File: config.mk
export PLATFORM = sky130hd
export DESIGN_NAME = candle_flicker_pwm_top
export DESIGN_NICKNAME = d
export VERILOG_FILES = /design/src/rtl/cfp_pkg.sv /design/src/rtl/cfp_apb.sv /design/src/rtl/cfp_lcg.sv /design/src/rtl/candle_flicker_pwm_top.sv
export SDC_FILE = /design/constraint.sdc
export NUM_CORES = 1
export LEC_CHECK = 0
export ABC_AREA = 1
export BUFFER_PORTS_ARGS = -buffer_cell sky130_fd_sc_hd__buf_2
export CORE_MARGIN = 2
export CORE_UTILIZATION = 25
export CTS_CLUSTER_DIAMETER = 200
export CTS_CLUSTER_SIZE = 25
export DETAILED_ROUTE_END_ITERATION = 10
export MAX_ROUTING_LAYER = met4
export SLEW_MARGIN = 5
export SYNTH_ARGS = -nofsm -noshare
export SYNTH_HDL_FRONTEND = slang
export SYNTH_SLANG_ARGS = --single-unit
export TNS_END_PERCENT = 30
File: constraint.sdc
create_clock -name clk -period 5.1 [get_ports clk]
set_input_delay 1.02 -clock clk [delete_from_list [all_inputs] [get_ports clk]]
set_output_delay 1.02 -clock clk [all_outputs]
set_load 0.05 [all_outputs]
File: src/rtl/cfp_pkg.sv
// shared constants, types and the level map for the candle flicker driver
`timescale 1ns / 1ps
package cfp_pkg;

    typedef logic [15:0] lcg_t;
    typedef logic [6:0]  duty_t;
    typedef logic [7:0]  burst_t;

    localparam int unsigned LCG_MUL      = 171;
    localparam int unsigned LCG_INC      = 11213;
    localparam int unsigned LCG_MOD      = 53125;
    localparam int unsigned LCG_SEED     = 7;
    // first value drawn after reset, one generator step past the seed
    localparam int unsigned LCG_FIRST    = (LCG_SEED * LCG_MUL + LCG_INC) % LCG_MOD;
    // floor(2^32 / modulus), quotient estimate is low by at most one
    localparam int unsigned RECIP_SHIFT  = 32;
    localparam longint unsigned LCG_RECIP = (64'd1 << RECIP_SHIFT) / 64'(LCG_MOD);

    localparam int unsigned PERIOD_UNITS = 100;
    localparam int unsigned BURST_RESET  = 7;
    localparam int unsigned LEVEL_COUNT  = 15;

    localparam logic [1:0] REG_BURST_PERIODS = 2'd0;

    localparam lcg_t CUT_TABLE [LEVEL_COUNT] = '{
        16'd40906, 16'd32406, 16'd27625, 16'd24969, 16'd22313, 16'd19656,
        16'd17000, 16'd14344, 16'd11688, 16'd9031, 16'd6375, 16'd3719,
        16'd1594, 16'd1063, 16'd531
    };

    localparam duty_t DUTY_TABLE [LEVEL_COUNT + 1] = '{
        7'd100, 7'd93, 7'd87, 7'd80, 7'd73, 7'd67, 7'd60, 7'd53,
        7'd47, 7'd40, 7'd33, 7'd27, 7'd20, 7'd13, 7'd7, 7'd1
    };

    // first threshold exceeded wins; walk from the last so the first overrides
    function automatic duty_t map_level(input lcg_t v);
        duty_t lvl;
        lvl = DUTY_TABLE[LEVEL_COUNT];
        for (int i = LEVEL_COUNT - 1; i >= 0; i--) begin
            if (v > CUT_TABLE[i])
            begin
                lvl = DUTY_TABLE[i];
            end
        end
        return lvl;
    endfunction

endpackage

File: src/rtl/cfp_apb.sv
// apb register file holding the burst length
`timescale 1ns / 1ps
module cfp_apb (
    input  logic                clk,
    input  logic                rst_n,
    input  logic                psel,
    input  logic                penable,
    input  logic                pwrite,
    input  logic [2:0]          paddr,
    input  logic [31:0]         pwdata,
    output logic [31:0]         prdata,
    output logic                pready,
    output cfp_pkg::burst_t     burst_periods
);
    import cfp_pkg::*;

    burst_t     burst_reg;
    logic [1:0] reg_index;

    assign reg_index = {1'b0, paddr[2]};
    assign pready    = 1'b1;

    always_ff @(posedge clk or negedge rst_n)
    begin
        if (!rst_n)
        begin
            burst_reg <= burst_t'(BURST_RESET);
        end
        else if (psel && penable && pwrite && reg_index == REG_BURST_PERIODS)
        begin
            burst_reg <= pwdata[7:0];
        end
    end

    always_comb
    begin
        case (reg_index)
            REG_BURST_PERIODS: prdata = {24'd0, burst_reg};
            default:           prdata = 32'd0;
        endcase
    end

    assign burst_periods = burst_reg;

endmodule

File: src/rtl/cfp_lcg.sv
// generator unit: holds the next value and steps it in a short pipeline
`timescale 1ns / 1ps
module cfp_lcg (
    input  logic          clk,
    input  logic          rst_n,
    input  logic          step,
    output cfp_pkg::lcg_t value
);
    import cfp_pkg::*;

    lcg_t        value_reg;
    logic        s1_valid_reg, s2_valid_reg, s3_valid_reg;
    logic [23:0] s1_x_reg, s2_x_reg;
    logic [7:0]  s2_q_reg;
    logic [16:0] s3_r_reg;

    logic [23:0] s1_x_next;
    logic [40:0] s2_prod;
    logic [23:0] s3_r_full;
    lcg_t        value_next;

    // x = 171 * v + 11213, stays below 2^24
    assign s1_x_next = 24'(value_reg) * 24'(LCG_MUL) + 24'(LCG_INC);
    assign s2_prod   = 41'(s1_x_reg) * 41'(LCG_RECIP);
    assign s3_r_full = s2_x_reg - 24'(s2_q_reg) * 24'(LCG_MOD);
    assign value_next = (s3_r_reg >= 17'(LCG_MOD)) ? 16'(s3_r_reg - 17'(LCG_MOD))
                                                  : s3_r_reg[15:0];

    always_ff @(posedge clk or negedge rst_n)
    begin
        if (!rst_n)
        begin
            s1_valid_reg <= 1'b0;
            s2_valid_reg <= 1'b0;
            s3_valid_reg <= 1'b0;
            value_reg    <= lcg_t'(LCG_FIRST);
        end
        else
        begin
            s1_valid_reg <= step;
            s2_valid_reg <= s1_valid_reg;
            s3_valid_reg <= s2_valid_reg;
            if (s3_valid_reg)
            begin
                value_reg <= value_next;
            end
        end
    end

    always_ff @(posedge clk)
    begin
        s1_x_reg <= s1_x_next;
        s2_x_reg <= s1_x_reg;
        s2_q_reg <= s2_prod[RECIP_SHIFT +: 8];
        s3_r_reg <= s3_r_full[16:0];
    end

    assign value = value_reg;

endmodule

File: src/rtl/candle_flicker_pwm_top.sv
// top level of the candle flicker pwm driver
`timescale 1ns / 1ps
// an accepted item's result is loaded straight into the output register
// throughput: one item per cycle, input is taken while a result waits if out_ready
// a draw steps the generator through its s1, s2 and s3 stages; draws are 100+ items apart
// reset: asynchronous, active low; seed 7, burst length 7, phase and period zero
// no clearing pass after reset, an item can be taken as soon as reset is released
module candle_flicker_pwm_top (
    input  logic        clk,
    input  logic        rst_n,
    input  logic        psel,
    input  logic        penable,
    input  logic        pwrite,
    input  logic [2:0]  paddr,
    input  logic [31:0] pwdata,
    output logic [31:0] prdata,
    output logic        pready,
    input  logic        in_valid,
    output logic        in_ready,
    input  logic        advance,
    output logic        out_valid,
    input  logic        out_ready,
    output logic        led_on,
    output logic [6:0]  level,
    output logic        new_level
);
    import cfp_pkg::*;

    burst_t     burst_periods;
    lcg_t       lcg_value;

    // pwm state
    duty_t      duty_reg, duty_next;
    logic [6:0] phase_reg, phase_next;
    burst_t     period_reg, period_next;

    // output register
    logic       out_valid_reg;
    logic       led_reg, led_next;
    duty_t      level_reg, level_next;
    logic       new_reg, new_next;

    logic       accept;
    logic       draw;
    burst_t     limit;
    logic       period_end;
    logic       burst_end;

    cfp_apb u_apb (
        .clk           (clk),
        .rst_n         (rst_n),
        .psel          (psel),
        .penable       (penable),
        .pwrite        (pwrite),
        .paddr         (paddr),
        .pwdata        (pwdata),
        .prdata        (prdata),
        .pready        (pready),
        .burst_periods (burst_periods)
    );

    // generator holds the value for the next draw, restepped after each draw
    cfp_lcg u_lcg (
        .clk   (clk),
        .rst_n (rst_n),
        .step  (draw),
        .value (lcg_value)
    );

    // skid-free output register: take an item whenever the slot frees this cycle
    assign in_ready = !out_valid_reg || out_ready;
    assign accept   = in_valid && in_ready;

    // a new level is drawn at the first unit of every burst
    assign draw = accept && advance && phase_reg == 7'd0 && period_reg == 8'd0;

    // zero burst length acts as one
    assign limit      = (burst_periods == 8'd0) ? 8'd1 : burst_periods;
    assign period_end = phase_reg >= 7'(PERIOD_UNITS - 1);
    assign burst_end  = ({1'b0, period_reg} + 9'd1) >= {1'b0, limit};

    always_comb
    begin
        duty_next   = duty_reg;
        phase_next  = phase_reg;
        period_next = period_reg;
        if (draw)
        begin
            duty_next = map_level(lcg_value);
        end
        if (accept && advance)
        begin
            if (period_end)
            begin
                phase_next  = 7'd0;
                period_next = burst_end ? 8'd0 : period_reg + 8'd1;
            end
            else
            begin
                phase_next = phase_reg + 7'd1;
            end
        end
        // result uses the freshly drawn level when this unit draws
        level_next = duty_next;
        led_next   = phase_reg < duty_next;
        new_next   = draw;
    end

    always_ff @(posedge clk or negedge rst_n)
    begin
        if (!rst_n)
        begin
            duty_reg      <= '0;
            phase_reg     <= '0;
            period_reg    <= '0;
            out_valid_reg <= 1'b0;
        end
        else
        begin
            duty_reg   <= duty_next;
            phase_reg  <= phase_next;
            period_reg <= period_next;
            if (accept)
            begin
                out_valid_reg <= 1'b1;
            end
            else if (out_ready)
            begin
                out_valid_reg <= 1'b0;
            end
        end
    end

    // result payload, loaded with each accepted item
    always_ff @(posedge clk)
    begin
        if (accept)
        begin
            led_reg   <= led_next;
            level_reg <= level_next;
            new_reg   <= new_next;
        end
    end

    assign out_valid = out_valid_reg;
    assign led_on    = led_reg;
    assign level     = level_reg;
    assign new_level = new_reg;

endmodule
Yosys cells after proc, flatten, opt, wreduce, memory -nomap -nowiden
Index checks and enable logic that the tools add are counted.
{ "word_totals": {"elab_cells": 82, "register_bits": 125, "out_inout_bits": 44} }
{ "classes": {"addsub": 6, "reduce_logical": 15, "n_lt_le_gt_ge": 19, "multipliers": 3, "muxes": 23} }
{ "op_table": {"columns": ["cell", "count"], "rows": [
  ["$mux 7", 16],
  ["$gt 16x15->1 const B", 6],
  ["$gt 16x14->1 const B", 3],
  ["$mul 24x16->39 const B", 1],
  ["$gt 16x11->1 const B", 2],
  ["$add 24x14->24 const B", 1],
  ["$mul 16x8->24 const B", 1],
  ["$mux 8", 3],
  ["$ge 17x16->1 const B", 1],
  ["$mul 8x16->17 const B", 1],
  ["$sub 17x17->17", 1],
  ["$gt 16x10->1 const B", 1],
  ["$gt 16x12->1 const B", 1],
  ["$gt 16x13->1 const B", 1],
  ["$gt 16x16->1 const B", 1],
  ["$logic_not 8->1", 2],
  ["$mux 16", 1],
  ["$sub 16x16->16 const B", 1],
  ["$add 8x1->9 const B", 1],
  ["$ge 9x8->1", 1],
  ["$add 8x1->8 const B", 1],
  ["$add 7x1->7 const B", 1],
  ["$ge 7x7->1 const B", 1],
  ["$logic_and 1x1->1", 7],
  ["9 further kinds", 10]
]} }

Logic depth before layout (Yosys ltp)
Gate-level depths: netlist of run 1.
{ "logic_depth": {"word_depth": 18, "ltp_mapped": 25, "ltp_nobuf": 25} }

Cells and area by module
Synthesis of run 1 repeated with hierarchy kept, for this count alone.
{ "unflattened": {"cells_unflattened": 2400, "area_unflattened_um2": 19461.2} }
{ "modules_own_cells": {"columns": ["module", "seq_area_each_um2", "area_each_um2", "instances", "cells_each"], "rows": [
  ["cfp_lcg", 1805.5, 15891.5, 1, 1870],
  ["candle_flicker_pwm_top", 845.8, 2956.6, 1, 449],
  ["cfp_apb", 203.9, 613.1, 1, 81]
]} }

Worst setup path before layout of run 1
Ideal clock, no wire load.
{ "synth_path": {"kind": "reg2reg", "startpoint": "register u_lcg.s1_x_reg[11]", "endpoint": "register u_lcg.s2_q_reg[7]", "synth_period_minus_slack_ns": 4.917, "t_arrival_ns": 4.778, "stages_incl_launch_ff": 19, "required_time_ns": 4.962, "slack_ns": 0.183, "setup_time_ns": 0.138, "n_path_buf": 0, "cell_sequence": "dfxtp_1 > ha_1 > inv_1 > fa_1 > inv_1 > fa_1 > fa_1 > fa_1 > inv_1 > fa_1 > inv_1 > ha_1 > nand2_1 > nor2_1 > nand2_1 > nor4_1 > nand2_1 > o311ai_0 > xor2_1"} }
{ "synth_via": {"elab_chain_cells": 1} }
{ "synth_lines": {"columns": ["item", "line_no", "source"], "rows": [
  ["start: declaration", "cfp_lcg.sv:13", "logic [23:0] s1_x_reg, s2_x_reg;"],
  ["start signal: assignment", "cfp_lcg.sv:52", "s1_x_reg <= s1_x_next;"],
  ["$mul 24x16->39", "cfp_lcg.sv:24", "assign s2_prod = 41'(s1_x_reg) * 41'(LCG_RECIP);"],
  ["net u_lcg.s2_prod[39]", "cfp_lcg.sv:18", "logic [40:0] s2_prod;"],
  ["end signal: assignment", "cfp_lcg.sv:54", "s2_q_reg <= s2_prod[RECIP_SHIFT +: 8];"],
  ["end: declaration", "cfp_lcg.sv:14", "logic [7:0] s2_q_reg;"]
]} }
The timed path passes the listed nets, and every way through them passes these cells.
A chain may end at the register's enable or synchronous reset.

Worst setup path in the final report of run 1
{ "layout_path": {"startpoint": "register u_lcg.s1_x_reg[10]", "endpoint": "register u_lcg.s2_q_reg[6]"} }
Same word-level chain as after synthesis.

==> results of run 1 <==
[area by class of cell]
class | count | area, sq um
clock inverter | 11 | 116
timing repair buffer | 216 | 1620
tap | 969 | 1210
multi-input combinational | 1403 | 14300
inverter | 569 | 2140
clock buffer | 21 | 514
sequential | 125 | 2910
fill | 7721 | 51200
[where the power goes]
part / internal (uW) / switching (uW)
registers: 1050 / 50.2
clock network: 784 / 537
logic: 327 / 469
[stage by stage]
step	power, uW	instances
2_1_floorplan	1610	2129
3_5_place_dp	1800	3263
5_1_grt	3390	3314
6_report	3210	3314
3_3_place_gp	1800	3263
4_1_cts	3190	3301
[worst register-to-register path: stages, from the launching register on]
cell and delay [ns]:
dfxtp_4 0.36, buf_6 0.14, ha_4 0.28, inv_4 0.05, fa_1 0.49, inv_2 0.04, fa_1 0.56, fa_1 0.47
fa_1 0.54, inv_1 0.05, fa_1 0.49, inv_2 0.05, ha_4 0.27, nand2_2 0.05, nand2_2 0.08, a31oi_4 0.09
o311ai_2 0.30, a21oi_2 0.11, nand2_4 0.10, a21oi_2 0.06, xor2_1 0.17, buf_4 0.15
[cell families after synthesis]
| family | after synthesis | share of synthesized area |
|---|---|---|
| AOI/OAI and AO/OA | 239 | 0.0737 |
| xor gates and xnor gates | 68 | 0.0320 |
| adders and majority gates | 595 | 0.506 |
| buffers and inverters | 601 | 0.127 |
| DFF | 125 | 0.153 |
| other | 2 | 0.000403 |
| and+or+nand+nor | 476 | 0.108 |
[worst max-delay path by stage]
stage / from / end / slack [ns] / depth (start not counted)
6_report: u_lcg.s1_x_reg[10] / u_lcg.s2_q_reg[6] / 0.08 / 21
5_1_grt: u_lcg.s1_x_reg[13] / u_lcg.s2_q_reg[1] / -0.1 / 18
4_1_cts: u_lcg.s1_x_reg[5] / u_lcg.s2_q_reg[4] / -0.01 / 21
3_5_place_dp: u_lcg.s1_x_reg[11] / u_lcg.s2_q_reg[7] / -0.37 / 17
3_3_place_gp: u_lcg.s1_x_reg[11] / u_lcg.s2_q_reg[7] / -0.36 / 17
2_1_floorplan: u_lcg.s1_x_reg[11] / u_lcg.s2_q_reg[7] / 0.18 / 18
[layout by cell type, fill, tap and decap left out, types with 21 or more instances in the layout]
cell / instances
a21oi_1: 90
buf_2: 35
buf_4: 164
conb_1: 25
dfrtp_1: 40
dfxtp_1: 44
fa_1: 238
fa_2: 24
ha_1: 294
ha_4: 36
inv_1: 518
inv_2: 49
nand2_1: 247
nand2_2: 23
nand3_1: 56
nand4_1: 21
nor2_1: 81
o21ai_0: 43
xor2_1: 49
[per-layer routing]
metal / vias up / GRT usage / share of wire
met5: - / - / 0
met4: 0 / 0.0244 / 0.013
met3: 37 / 0.0148 / 0.029
met2: 165 / 0.210 / 0.50
met1: 6658 / 0.156 / 0.46
li1: 6916 / - / -
[repair_timing]
| action | CTS | global route |
|---|---|---|
| buffers inserted | 7 | 14 |
| setup endpoints to repair | 8 | 8 |
| resized for setup | 112 | 130 |
| pin swaps | 65 | 116 |
==> metrics, run 1 <==
status complete, no violations; Worst R2R Start u_lcg.s1_x_reg[10]; PortBufs 35; # setup viols final 0; synth warn 0; first-pass GRT wire length roughly 74000 microns; DRC viols 0; Initial Util 0.251; drt pass-1 iters 7; crit share post-route 0.984; Crit Path Class flop to flop; Area contributors post-synth fa_1, ha_1, inv_1; clock buffers created by TritonCTS 17; Sink Count around 130; hold depth 0; Final GP Congestion around 0.94; slowest CP cell fa_1; R2R depth 21; wire length per cell ~13 microns; WP data arrival around 5.4 ns; max reg flops 24; Post-Syn Instances around 2100; crit start category flop; remaining antenna violation count after routing 0; Fmax between 150 and 200 MHz; RSZ-0062 raised after global routing true; syn avg cell area roughly 8.8 sq um; max cap viols 0; Rel. slew slack 0.315; initial antenna violation count 0; most frequent cell after synthesis inv_1; CP cell instances buf_6 -> ha_4 -> inv_4 -> fa_1 -> inv_2 -> fa_1 -> fa_1 -> fa_1 -> inv_1 -> fa_1 -> inv_2 -> ha_4 -> nand2_2 -> nand2_2 -> a31oi_4 -> o311ai_2 -> a21oi_2 -> nand2_4 -> a21oi_2 -> xor2_1 -> buf_4; CTS tree done; crit path time final about 5 ns; Worst-path clk slew roughly 0.07 ns; DP Wirelength around 37000 microns; htree depth 4; IO Pins 87; peak supply drop ~230 uV; ys async rst share 0.400; Crit path largest cell delay 0.56 ns; num rows 100; Hold Startpoint u_lcg.s1_valid_reg; Post-Syn Area ~19000 sq um; Clk Latency, worst-skew pair roughly 0.45 ns; n_diodes 0; largest net degree at the start of global routing just over 50; Die ar. 76700 sq um; Core Box Area 74100 sq um; Slew Viols, Final 0; Clock Path Buffers 2; Post-synth top cells inv_1, ha_1, nand2_1, fa_1, a21oi_1; WHS Endpoint u_lcg.s2_valid_reg; Hold Crit Class flop to flop; WP buf/inv 6; reg-to-reg endpoint u_lcg.s2_q_reg[6]; setup ws final 0.0815 ns; post-layout util 0.308; CP max FO 4; Total GRT Usage 0.122; leakage power 0.0120 uW; fraction of layout cells with a size suffix above 1 0.203; Design Area, Final between 20000 and 25000 sq um; CP dominant cell by count fa_1; vias in the first global route about 15000; sequential area share after synthesis 0.153; vias per inst approximately 4.2; Die H between 200 and 300 microns; pwr/cell area approximately 140 nW/um^2; flip-flop and latch count after synthesis approximately 130; Distinct cells, synth 52; placed cell areas 21100 sq um; Min Hold Slack ~0.36 ns; Final Net Count just under 3000; clk_skew 0.0215 ns; Main synth FF type dfxtp_1; Synth-to-Final Area Change 22.6%; total wire length 43600 microns; CTS Root Buffer Type clkbuf_16; setup tns final 0 ns; Setup crit end kind flop; post-synth top area share 0.282; Initial DRC Count about 540; slew at the pin with the worst max-slew slack 1.03 ns; Die W roughly 280 microns; cell taking the most area after synthesis fa_1; DR vias roughly 14000; Final Hold Viols 0; EDFF count, synth 9; pre-CTS WS -0.368 ns; hold_buf cts 0; setup slack, reg-to-reg just over 0.08 ns; grt total ovfl 0; WP data required ~5.4 ns; cell family with most CP delay adder cells
No activity file was read; power rests on OpenSTA's default activity.
==> run 2, diff against run 1 <==
SYNTH_HIERARCHICAL = 1   (was unset)
==> metrics, run 2 <==
Post-Syn Area 19500 sq um (+4.5%); clk_skew 0.0132 ns (-0.00825 ns); remaining antenna violation count after routing 0 (unchanged); ys async rst share 0.400 (unchanged); Die H 283 microns (+2.2%); slowest CP cell fa_1; Synth-to-Final Area Change 16.5%; post-layout util 0.294 (-0.0146); max cap viols 0 (unchanged); n_diodes 0 (unchanged); syn avg cell area 8.11 sq um (-8.3%); Initial DRC Count 691 (+28%); WP data required 5.41 ns (-0.02 ns); first-pass GRT wire length 77400 microns (+4.9%); Crit Path Class flop to flop; Crit path largest cell delay 0.54 ns (-0.02 ns); Initial Util 0.252 (+0.000732); area occupied by multi-input gates 14500 sq um (+1.6%); hold_buf cts 0 (unchanged); EDFF count, synth 9 (unchanged); Clock Path Buffers 2 (unchanged); most common cell after layout, fill and taps aside inv_1; CP max FO 4 (unchanged); sequential area share after synthesis 0.147 (-0.00667); Clk Latency, worst-skew pair 0.44 ns (about the same); initial antenna violation count 0 (unchanged); slew at the pin with the worst max-slew slack 1.10 ns (+0.0752 ns); post-synth top area share 0.270 (-0.0122); fraction of layout cells with a size suffix above 1 0.129 (-0.0737); Main synth FF type dfxtp_1; Slew Viols, Final 0 (unchanged); flip-flop and latch count after synthesis 125 (unchanged); Final Net Count 3137 (+5.6%); largest net degree at the start of global routing 51 (unchanged); Distinct cells, synth 56 (+7.7%); Sink Count 125 (unchanged); Core Box Area 77200 sq um (+4.2%); crit path time final 4.96 ns (-0.0629 ns); crit start category flop; num rows 102 (+2.0%); CTS tree done; Setup crit end kind flop; Area contributors post-synth fa_1, ha_1, inv_1; IO Pins 87 (unchanged); Worst-path clk slew 0.06 ns (about the same); Die ar. 80100 sq um (+4.5%); Hold Crit Class flop to flop; max reg flops 24 (unchanged); total wire length 45700 microns (+4.8%); most frequent cell after synthesis inv_1; register area 2890 sq um (-0.77%); grt total ovfl 0 (unchanged); CP dominant cell by count fa_1; drt pass-1 iters 5 (-2); synth warn 6 (+6); Total GRT Usage 0.121 (-0.000979); clock buffers created by TritonCTS 17 (unchanged); setup slack, reg-to-reg 0.14 ns (+0.06 ns); cell taking the most area after synthesis fa_1; Final Hold Viols 0 (unchanged); crit share post-route 0.972 (-0.0123); Rel. slew slack 0.262 (-0.0528); most frequent cells in the layout inv_1, nand2_1, ha_1; DRC viols 0 (unchanged); vias in the first global route 15400 (+5.7%); # setup viols final 0 (unchanged); final std cells w/o fill 3593 (+8.4%); status complete, no violations; htree depth 4 (unchanged); CTS Root Buffer Type clkbuf_16; Post-Syn Instances 2400 (+14%); DP Wirelength 39000 microns (+5.2%); fillers 8214 (+6.4%); PortBufs 35 (unchanged); Final GP Congestion 0.908 (-3.3%); WP data arrival 5.27 ns (-0.08 ns); Placed Cells 3558 (+9.0%); Die W 283 microns (+2.2%); Fmax 202 MHz (+1.3%); CP cell instances ha_1 -> inv_2 -> buf_4 -> fa_1 -> inv_1 -> fa_1 -> fa_1 -> fa_1 -> inv_1 -> fa_1 -> inv_1 -> ha_4 -> buf_4 -> nand2_1 -> o21ai_0 -> a21oi_1 -> nand2_1 -> nand2_1 -> nand3_1 -> nand2_1; DR vias 15100 (+9.2%); vias per inst 4.19 (+0.76%); Post-synth top cells inv_1, nand2_1, ha_1, fa_1, nor2_1; wire length per cell 12.7 microns (-3.3%)
[run 2: changes by cell type after synthesis, sizes merged, moves of 5 or more]
cell and change:
nor2 +84, ha -42, a21oi -19, inv +57
o21bai +7, nor4 +6, nand3 +41, and2 +5
nor3 +7, buf +6, nand2 +165, xor2 -13
[run 2: what timing repair did]
action                     in CTS  in global routing
pin swaps                       2                 46
resized for setup              11                119
setup buffers                   0                  4
setup endpoints to repair       8                  8
[run 2: cell families (layout without fill, tap and decap cells)]
group           count (synthesis)  count (layout)  share of synthesized area
fa+ha+maj                     553             553                      0.457
other cells                     2              25                   0.000386
flops                         125             125                      0.147
buf+inv                       665             795                      0.136
xor+xnor                       53              53                     0.0239
simple gates                  788             788                      0.173
compound gates                214             214                     0.0633
[run 2: cell type report]
type / instances / share of cell area
clock buffer: 21 / 0.0217
clock inverter: 10 / 0.00364
multi-input combinational: 1633 / 0.641
timing repair buffer: 137 / 0.0448
sequential: 125 / 0.127
inverter: 627 / 0.104
tap: 1040 / 0.0574
[run 2: critical path, delay by kind of cell (launching register included)]
family	cells	cell delay (ns)
AOI/OAI and AO/OA	2	0.48
adders and majority gates	7	3.09
DFF	1	0.37
buffers and inverters	6	0.48
and+or+nand+nor	5	0.41
[run 2: path summary, 6_finish.rpt]
kind,cells after the start,from,end
max in group asynchronous,2,rst_n,phase_reg[3]
worst min-delay path,0,u_lcg/s1_valid_reg,u_lcg/s2_valid_reg
worst max register to register,20,u_lcg/s1_x_reg[14],u_lcg/s2_q_reg[6]
min in group asynchronous,2,rst_n,out_valid
worst max-delay path,20,u_lcg/s1_x_reg[14],u_lcg/s2_q_reg[6]
worst min register to register,0,u_lcg/s1_valid_reg,u_lcg/s2_valid_reg
[run 2: metal layers]
| layer | part of all wire | global-route usage | vias to the layer above |
|---|---|---|---|
| met5 | 0 | - | - |
| met4 | 0.015 | 0.0271 | 0 |
| met3 | 0.024 | 0.0110 | 50 |
| met2 | 0.48 | 0.203 | 214 |
| met1 | 0.48 | 0.159 | 7198 |
| li1 | - | - | 7588 |
[run 2: per-stage QoR]
stage                     setup slack (ns)  setup TNS (ns)  hold slack, ns  area (sq um)
after CTS                          0.00670               0           0.350         22100
after global placement              -0.105          -0.685           0.335         21500
after global routing               -0.0346         -0.0834           0.351         22700
after detailed placement            -0.137          -0.837           0.337         21500
after floorplan                      0.421               0           0.331         19500
final                                0.144               0           0.347         22700
Power of run 2 is left out: the tool's default activity adds up to more than one toggle a clock period on the data nets, which glitch-free logic cannot reach.
